[src/rtl/core/ps2_mouse_packet_event_decoder_top_assert.svh]
// assertion macros for the ps2 mouse packet event decoder
`ifndef PS2_MOUSE_PACKET_EVENT_DECODER_TOP_ASSERT_SVH
`define PS2_MOUSE_PACKET_EVENT_DECODER_TOP_ASSERT_SVH
`ifndef SYNTHESIS
// property that must hold in every cycle out of reset
`define PS2MD_ASSERT(label, prop, msg) \
    label: assert property (@(posedge clk) disable iff (!rst_n) (prop)) else $error(msg);
// condition in one cycle implies a consequence in the next
`define PS2MD_ASSERT_NEXT(label, ante, cons, msg) \
    label: assert property (@(posedge clk) disable iff (!rst_n) (ante) |=> (cons)) \
        else $error(msg);
`else
`define PS2MD_ASSERT(label, prop, msg)
`define PS2MD_ASSERT_NEXT(label, ante, cons, msg)
`endif
`endif

[src/rtl/core/ps2md_pkg.sv]
// shared types and codes for the ps2 mouse packet event decoder
package ps2md_pkg;

    localparam int BYTE_W  = 8;
    localparam int MOVE_W  = 9;
    localparam int KIND_W  = 3;
    localparam int COUNT_W = 32;
    localparam int POS_W   = 2;
    localparam int MODE_W  = 2;

    // status byte bit positions
    localparam int SYNC_BIT   = 3;
    localparam int LEFT_BIT   = 0;
    localparam int RIGHT_BIT  = 1;
    localparam int MIDDLE_BIT = 2;
    localparam int XSIGN_BIT  = 4;
    localparam int YSIGN_BIT  = 5;
    localparam int XOVF_BIT   = 6;
    localparam int YOVF_BIT   = 7;

    // byte position in packet
    localparam logic [POS_W-1:0] POS_STATUS = 2'd0;
    localparam logic [POS_W-1:0] POS_X      = 2'd1;
    localparam logic [POS_W-1:0] POS_Y      = 2'd2;

    // button tracker states
    localparam logic [MODE_W-1:0] MODE_ALL_REL = 2'd0;
    localparam logic [MODE_W-1:0] MODE_LEFT    = 2'd1;
    localparam logic [MODE_W-1:0] MODE_RIGHT   = 2'd2;
    localparam logic [MODE_W-1:0] MODE_OTHER   = 2'd3;

    // event kinds
    localparam logic [KIND_W-1:0] EV_MOVE       = 3'd0;
    localparam logic [KIND_W-1:0] EV_LB_PRESS   = 3'd1;
    localparam logic [KIND_W-1:0] EV_LB_RELEASE = 3'd2;
    localparam logic [KIND_W-1:0] EV_RB_PRESS   = 3'd3;
    localparam logic [KIND_W-1:0] EV_RB_RELEASE = 3'd4;
    localparam logic [KIND_W-1:0] EV_OTHER      = 3'd5;

    typedef struct packed {
        logic left;
        logic right;
        logic middle;
    } buttons_t;

endpackage

[src/rtl/core/ps2md_button_tracker.sv]
// four-state button tracker that names the event of each packet
module ps2md_button_tracker (
    input  logic                          clk,
    input  logic                          rst_n,
    input  logic                          step,
    input  ps2md_pkg::buttons_t           buttons,
    output logic [ps2md_pkg::KIND_W-1:0]  kind,
    output logic [ps2md_pkg::MODE_W-1:0]  mode
);
    import ps2md_pkg::*;

    logic [MODE_W-1:0] mode_reg;
    logic [MODE_W-1:0] mode_next;
    logic              none;
    logic              only_l;
    logic              only_r;

    assign none   = !buttons.left && !buttons.right && !buttons.middle;
    assign only_l = buttons.left && !buttons.right && !buttons.middle;
    assign only_r = buttons.right && !buttons.left && !buttons.middle;

    always_comb
    begin
        mode_next = mode_reg;
        kind      = EV_OTHER;
        case (mode_reg)
            MODE_ALL_REL:
            begin
                if (none)
                begin
                    kind = EV_MOVE;
                end
                else if (only_l)
                begin
                    kind      = EV_LB_PRESS;
                    mode_next = MODE_LEFT;
                end
                else if (only_r)
                begin
                    kind      = EV_RB_PRESS;
                    mode_next = MODE_RIGHT;
                end
                else
                begin
                    mode_next = MODE_OTHER;
                end
            end
            MODE_LEFT:
            begin
                if (none)
                begin
                    kind      = EV_LB_RELEASE;
                    mode_next = MODE_ALL_REL;
                end
                else if (only_l)
                begin
                    kind = EV_MOVE;
                end
                else
                begin
                    mode_next = MODE_OTHER;
                end
            end
            MODE_RIGHT:
            begin
                if (none)
                begin
                    kind      = EV_RB_RELEASE;
                    mode_next = MODE_ALL_REL;
                end
                else if (only_r)
                begin
                    kind = EV_MOVE;
                end
                else
                begin
                    mode_next = MODE_OTHER;
                end
            end
            default:
            begin
                // mixed buttons: always an other event, settle on a clean state
                if (none)
                begin
                    mode_next = MODE_ALL_REL;
                end
                else if (only_r)
                begin
                    mode_next = MODE_RIGHT;
                end
                else if (only_l)
                begin
                    mode_next = MODE_LEFT;
                end
            end
        endcase
    end

    always_ff @(posedge clk or negedge rst_n)
    begin
        if (!rst_n)
        begin
            mode_reg <= MODE_ALL_REL;
        end
        else if (step)
        begin
            mode_reg <= mode_next;
        end
    end

    assign mode = mode_reg;

endmodule

[src/rtl/core/ps2_mouse_packet_event_decoder_top.sv]
// top level of the ps2 mouse three-byte packet event decoder
// path: a taken byte is held in the input register for the decode stage; the third byte of a
//   packet loads the result register, and so out_valid, when it leaves the decode stage
// throughput: one byte per cycle; only a stalled result with a third byte waiting
//   behind it holds the input
// reset: asynchronous active low, clears byte position, held status and x bytes, button state,
//   packet count and both valid flags
module ps2_mouse_packet_event_decoder_top (
    input  logic                                clk,
    input  logic                                rst_n,
    // input channel
    input  logic                                in_valid,
    output logic                                in_stall,
    input  logic [ps2md_pkg::BYTE_W-1:0]        rx_byte,
    // output channel
    output logic                                out_valid,
    input  logic                                out_stall,
    output logic                                left_button,
    output logic                                right_button,
    output logic                                middle_button,
    output logic                                x_overflow,
    output logic                                y_overflow,
    output logic signed [ps2md_pkg::MOVE_W-1:0] move_x,
    output logic signed [ps2md_pkg::MOVE_W-1:0] move_y,
    output logic [ps2md_pkg::KIND_W-1:0]        event_kind,
    output logic [ps2md_pkg::COUNT_W-1:0]       packets_seen,
    output logic [ps2md_pkg::BYTE_W-1:0]        status_byte
);
    import ps2md_pkg::*;

    // input register: one word waiting for the decode stage
    logic              in_valid_reg;
    logic              in_valid_next;
    logic [BYTE_W-1:0] in_byte_reg;

    // packet assembly state
    logic [POS_W-1:0]   pos_reg;
    logic [POS_W-1:0]   pos_next;
    logic [BYTE_W-1:0]  status_reg;
    logic [BYTE_W-1:0]  status_next;
    logic [BYTE_W-1:0]  x_byte_reg;
    logic [BYTE_W-1:0]  x_byte_next;
    logic [COUNT_W-1:0] count_reg;
    logic [COUNT_W-1:0] count_next;

    // result register
    logic out_valid_reg;
    logic out_valid_next;

    logic               in_take;      // word accepted on the input channel
    logic               out_free;     // result register can take a new word
    logic               completes;    // word in decode stage is a third byte
    logic               advance;      // decode stage retires its word
    logic               out_load;     // result register loads this cycle
    buttons_t           buttons;
    logic [KIND_W-1:0]  kind;
    logic [MODE_W-1:0]  mode;

    assign out_free  = !out_valid_reg || !out_stall;
    // a position code of three is treated as the third byte
    assign completes = (pos_reg != POS_STATUS) && (pos_reg != POS_X);
    // first and second bytes only touch internal state, so they never wait
    assign advance   = in_valid_reg && (out_free || !completes);
    assign out_load  = advance && completes;

    assign in_stall = in_valid_reg && !advance;
    assign in_take  = in_valid && !in_stall;

    always_comb
    begin
        if (in_take)
        begin
            in_valid_next = 1'b1;
        end
        else if (advance)
        begin
            in_valid_next = 1'b0;
        end
        else
        begin
            in_valid_next = in_valid_reg;
        end
    end

    // packet assembly
    always_comb
    begin
        pos_next    = pos_reg;
        status_next = status_reg;
        x_byte_next = x_byte_reg;
        count_next  = count_reg;
        if (advance)
        begin
            case (pos_reg)
                POS_STATUS:
                begin
                    // a first byte without the sync bit is dropped to regain framing
                    if (in_byte_reg[SYNC_BIT])
                    begin
                        status_next = in_byte_reg;
                        pos_next    = POS_X;
                    end
                end
                POS_X:
                begin
                    x_byte_next = in_byte_reg;
                    pos_next    = POS_Y;
                end
                default:
                begin
                    pos_next   = POS_STATUS;
                    count_next = count_reg + COUNT_W'(1);
                end
            endcase
        end
    end

    assign buttons.left   = status_reg[LEFT_BIT];
    assign buttons.right  = status_reg[RIGHT_BIT];
    assign buttons.middle = status_reg[MIDDLE_BIT];

    ps2md_button_tracker u_tracker (
        .clk     (clk),
        .rst_n   (rst_n),
        .step    (out_load),
        .buttons (buttons),
        .kind    (kind),
        .mode    (mode)
    );

    // result valid holds while stalled, drops once taken
    always_comb
    begin
        if (out_load)
        begin
            out_valid_next = 1'b1;
        end
        else if (!out_stall)
        begin
            out_valid_next = 1'b0;
        end
        else
        begin
            out_valid_next = out_valid_reg;
        end
    end

    always_ff @(posedge clk or negedge rst_n)
    begin
        if (!rst_n)
        begin
            in_valid_reg  <= 1'b0;
            out_valid_reg <= 1'b0;
            pos_reg       <= POS_STATUS;
            status_reg    <= '0;
            x_byte_reg    <= '0;
            count_reg     <= '0;
        end
        else
        begin
            in_valid_reg  <= in_valid_next;
            out_valid_reg <= out_valid_next;
            pos_reg       <= pos_next;
            status_reg    <= status_next;
            x_byte_reg    <= x_byte_next;
            count_reg     <= count_next;
        end
    end

    // payload registers, no reset needed
    always_ff @(posedge clk)
    begin
        if (in_take)
        begin
            in_byte_reg <= rx_byte;
        end
        if (out_load)
        begin
            left_button   <= status_reg[LEFT_BIT];
            right_button  <= status_reg[RIGHT_BIT];
            middle_button <= status_reg[MIDDLE_BIT];
            x_overflow    <= status_reg[XOVF_BIT];
            y_overflow    <= status_reg[YOVF_BIT];
            // ninth bit of each delta is its sign from the status byte
            move_x        <= signed'({status_reg[XSIGN_BIT], x_byte_reg});
            move_y        <= signed'({status_reg[YSIGN_BIT], in_byte_reg});
            event_kind    <= kind;
            packets_seen  <= count_next;
            status_byte   <= status_reg;
        end
    end

    assign out_valid = out_valid_reg;

`include "ps2_mouse_packet_event_decoder_top_assert.svh"

    // assembly never reaches the unused position code
    `PS2MD_ASSERT(a_pos_legal, pos_reg != 2'd3, "byte position took the unused code")
    // a loaded result carries the updated packet count
    `PS2MD_ASSERT_NEXT(a_count_match, out_load, packets_seen == count_reg,
        "packet count mismatch")
    // tracker states agree with the buttons of the packet last loaded into the result register
    `PS2MD_ASSERT(a_left_mode,
        (mode != MODE_LEFT) || (left_button && !right_button && !middle_button),
        "left state without only left held")
    `PS2MD_ASSERT(a_right_mode,
        (mode != MODE_RIGHT) || (right_button && !left_button && !middle_button),
        "right state without only right held")

endmodule

[config.mk]
export PLATFORM = sky130hd
export DESIGN_NAME = ps2_mouse_packet_event_decoder_top
export DESIGN_NICKNAME = d
export VERILOG_FILES = /design/src/rtl/core/ps2md_pkg.sv /design/src/rtl/core/ps2md_button_tracker.sv /design/src/rtl/core/ps2_mouse_packet_event_decoder_top.sv
export VERILOG_INCLUDE_DIRS = /design/src /design/src/rtl/core
export SDC_FILE = /design/constraint.sdc
export NUM_CORES = 1
export LEC_CHECK = 0
export CORE_MARGIN = 5
export CORE_UTILIZATION = 55
export DETAILED_ROUTE_END_ITERATION = 10
export DONT_BUFFER_PORTS = 1
export PLACE_DENSITY_LB_ADDON = 0.1
export SLEW_MARGIN = 20
export SYNTH_ARGS = -nofsm -noshare
export SYNTH_HDL_FRONTEND = slang
export SYNTH_SLANG_ARGS = --single-unit
[constraint.sdc]
create_clock -name clk -period 6.65 [get_ports clk]
set_input_delay 0.665 -clock clk [delete_from_list [all_inputs] [get_ports clk]]
set_output_delay 0.665 -clock clk [all_outputs]
set_load 0.1 [all_outputs]
==> metrics list <==
* Clock buffers created by TritonCTS: 17
- On the worst path, the slowest cell contributes a delay of 1.01 ns.
* Portion of total power attributed to sequential cells: 53.8%
- Detailed Routing Iterations Pass 1: 4
- At the pin with the least slew margin, the transition time is 1.10 ns.
* Min-delay worst type: primary input to asynchronous set/reset pin
- CTS sink cnt: 121
- Dividing the detail-routed via count by the number of cells gives 5.48.
- The die covers 10200 µm².
* Startpoint-to-endpoint class of the critical path: flip-flop to output pin
- Remaining design rule violation count: 0
* Kind of cell adding the most delay to the critical path: simple AND/OR/NAND/NOR gates
* Vertical die dimension: 101 µm
- In this run, post-CTS repair resized a total of 0 instances.
- Area grow syn2layout: 19.8%
- R2R depth: 3
- In this run the cell area of the synthesized design comes to 4580 µm².
- Global routing finished with a remaining overflow of 0.
- Avg Inst Size Synth: 15.2 µm²
- Crit end category: output pin
- Gpl congestion: 0.771
- Final count of negative-setup-slack endpoints: 0
- The number of slew-limit violations in the final report is 0.
- The via count of the first global-routing pass is 2384.
- Overall track demand over capacity in global routing: 16.9%
* # Max-Cap Violations: 0
- The placed instances occupy a cell area of 4850 µm².
- CTS tree: built
- After clock tree synthesis, the setup repair step added 0 buffers.
* Vias: 2391
* Final Hold Slack: 0.0217 ns
- Net switching fraction of the power: 39.6%
- Antenna violations before repair: 0
- In this run the critical register-to-register path is captured at in_byte_reg[7].
- Number of hold violations in the final report: 0
- Hold buffer count at cts: 1
- In the synthesized netlist the dominant register cell turns out to be edfxtp_1.
* Routed WL per cell: 18.1 µm
- Data on the critical path is required at its endpoint by 5.98 ns.
- Unrepaired setup endpoints after global routing: false
* Clock group share of total power: 31.7%
- Traced cell by cell, the critical path runs through nand2_1 -> nor2_2.
- Input and output buffers added on the ports amount to 0.
- The routed design has 7900 µm of wire.
- The die is 101 µm wide.
* Clock-pin transition on the worst setup and hold timing paths: 0.06 ns
- Slew HR: 26.4%
* Share of synthesized flip-flops with an asynchronous set or reset: 44.6%
* Synthesis-stage register bit count: 121
* Max Fclk: 294 MHz
- 0 antenna diodes ended up in the layout.
* Worst reg2reg path startpoint: out_valid
* Number of DRC markers after the initial detailed-route iteration: 90
- Register-to-register setup slack: 3.65 ns
- The floorplan has 33 rows.
- The share of total power dissipated in combinational logic is 14.5%.
* Worst Setup Start Kind: flip-flop
* Syn_nets: 319
* Number of distinct standard cells referenced by the synthesized netlist: 37
- LEAKAGE: 0.00205 µW
- The clock arrives with 0.0114 ns of skew.
- Entering global routing, the biggest net connects 67 pins.
* Post-synthesis instance total: 302
- The number of buffers and inverters on the critical path is 0.
* Yosys synthesis warning count: 0
- Power per cell area: 528 nW/µm²
- The count of nets left with antenna violations once routing finished came out at 0.
- In this run, synthesis inferred 67 flip-flops with an integrated enable.
- After routing, the total negative slack on setup checks comes to 0 ns.
- Final HPWL from detailed placement: 5040 µm
- Data arrives at the worst endpoint at 2.73 ns.
* Number of nets at the end of the flow: 335
* Starting utilization of the core area: 56.0%
- Sequential elements use 73.5% of the synthesized area.
- Outcome: complete, no violations
* H-tree Lvls: 4
- Along the worst path, the maximum fanout reaches 5.
- Largest vdd supply drop: 0.286 mV
* Wire length of the first global-routing pass: 12800 µm
- The finished cells cover 5480 µm².
- The largest individual stage delay along the critical path comes from the cell dfrtp_1.
* Clock tree root driver cell: clkbuf_8
* Longest Clk Path Bufs: 2
- I/O Pins: 80
- Of the available clock period, the critical path in the final layout requires 51.1%.
- In the final layout, the share of cells above drive strength 1 is 20.2%.
* Period minus WS final: 3.40 ns
- The core region is 8180 µm².
- Clock latency on the worst-skew pair, taken at its later pin, is 0.50 ns.
- Cells fill 67.1% of the core in the end.
- Internal power comes to 1750 µW.
- In this run the power spent charging and discharging nets is 1150 µW.
==> synthesized netlist by cell type (4+ instances only) <==
cell,number,area [µm²]
o21ai_0,5,25.0
ha_1,5,62.6
nand3_1,13,65.1
nand4_1,9,56.3
mux2_2,16,180
edfxtp_1,67,2010
inv_1,9,33.8
nor2_1,16,60.1
xor2_1,11,96.3
dfrtp_1,54,1350
or2_2,4,25.0
nor3_1,7,35.0
clkbuf_1,5,18.8
a21oi_1,7,35.0
buf_4,7,52.6
nand2_1,22,82.6
xnor2_1,20,175
==> power groups by stage <==
stage	logic [µW]	clock network, µW	registers (µW)
floorplan	341	0	1520
global placement	405	0	1570
detailed placement	415	0	1570
CTS	426	934	1560
global route	459	977	1580
finish	421	917	1560
==> layout by cell type (no fill, tap or decap), types with 6 or more instances in the layout <==
cell type | Yosys | routed
nor2_1 | 16 | 15
xor2_1 | 11 | 11
nand4_1 | 9 | 9
nand3_1 | 13 | 13
edfxtp_1 | 67 | 67
nor3_1 | 7 | 7
dfrtp_1 | 54 | 54
nand2_1 | 22 | 22
clkbuf_16 | 0 | 16
buf_16 | 0 | 8
inv_1 | 9 | 9
a21oi_1 | 7 | 6
mux2_2 | 16 | 16
xnor2_1 | 20 | 20
==> worst reg2reg max path: cells and delay by family, from the launching register on <==
kind             cells  cell delay [ns]
flip-flops           1             1.01
AND/OR/NAND/NOR      3             1.65
==> per-layer routing <==
metal	global-route usage (%)	vias to the layer above	part of all wire, %
met3	6.75	4	6.5
met4	6.75	0	0.66
met5	0	-	0
met2	25.2	74	50
met1	22.2	1195	43
li1	-	1118	-
==> stage by stage <==
step,worst slack (ns),instances,total power [µW]
2_1_floorplan,1.70,302,1860
3_3_place_gp,3.65,403,1970
3_5_place_dp,3.64,403,1990
4_1_cts,3.22,436,2920
5_1_grt,3.08,436,3010
6_report,3.25,436,2900
==> logic make-up (layout without fill, tap and decap cells) <==
group,after synthesis,in the layout,synth area share [%]
flops,121,121,73.5
simple gates,87,87,10.1
xor+xnor,31,31,5.93
buf+inv,22,51,2.41
compound gates,18,18,2.32
mux,18,18,4.37
fa+ha+maj,5,5,1.37
==> how the worst max path moves through the flow <==
stage	depth (start not counted)	startpoint	endpoint
floorplan	3	out_valid	u_tracker.mode[0]
global placement	3	out_valid	in_byte_reg[0]
detailed placement	3	out_valid	in_byte_reg[0]
CTS	2	out_valid	in_stall
global route	2	out_valid	in_stall
finish	2	out_valid	in_stall
==> final cells by class <==
type	instances	area (µm²)
clock inverter	15	189
sequential	121	3360
multi-input combinational	159	1120
tap	105	131
inverter	9	33.8
timing repair buffer	10	235
fill	575	2690
clock buffer	17	414
Note: power is estimated with default switching activity, not from simulation.
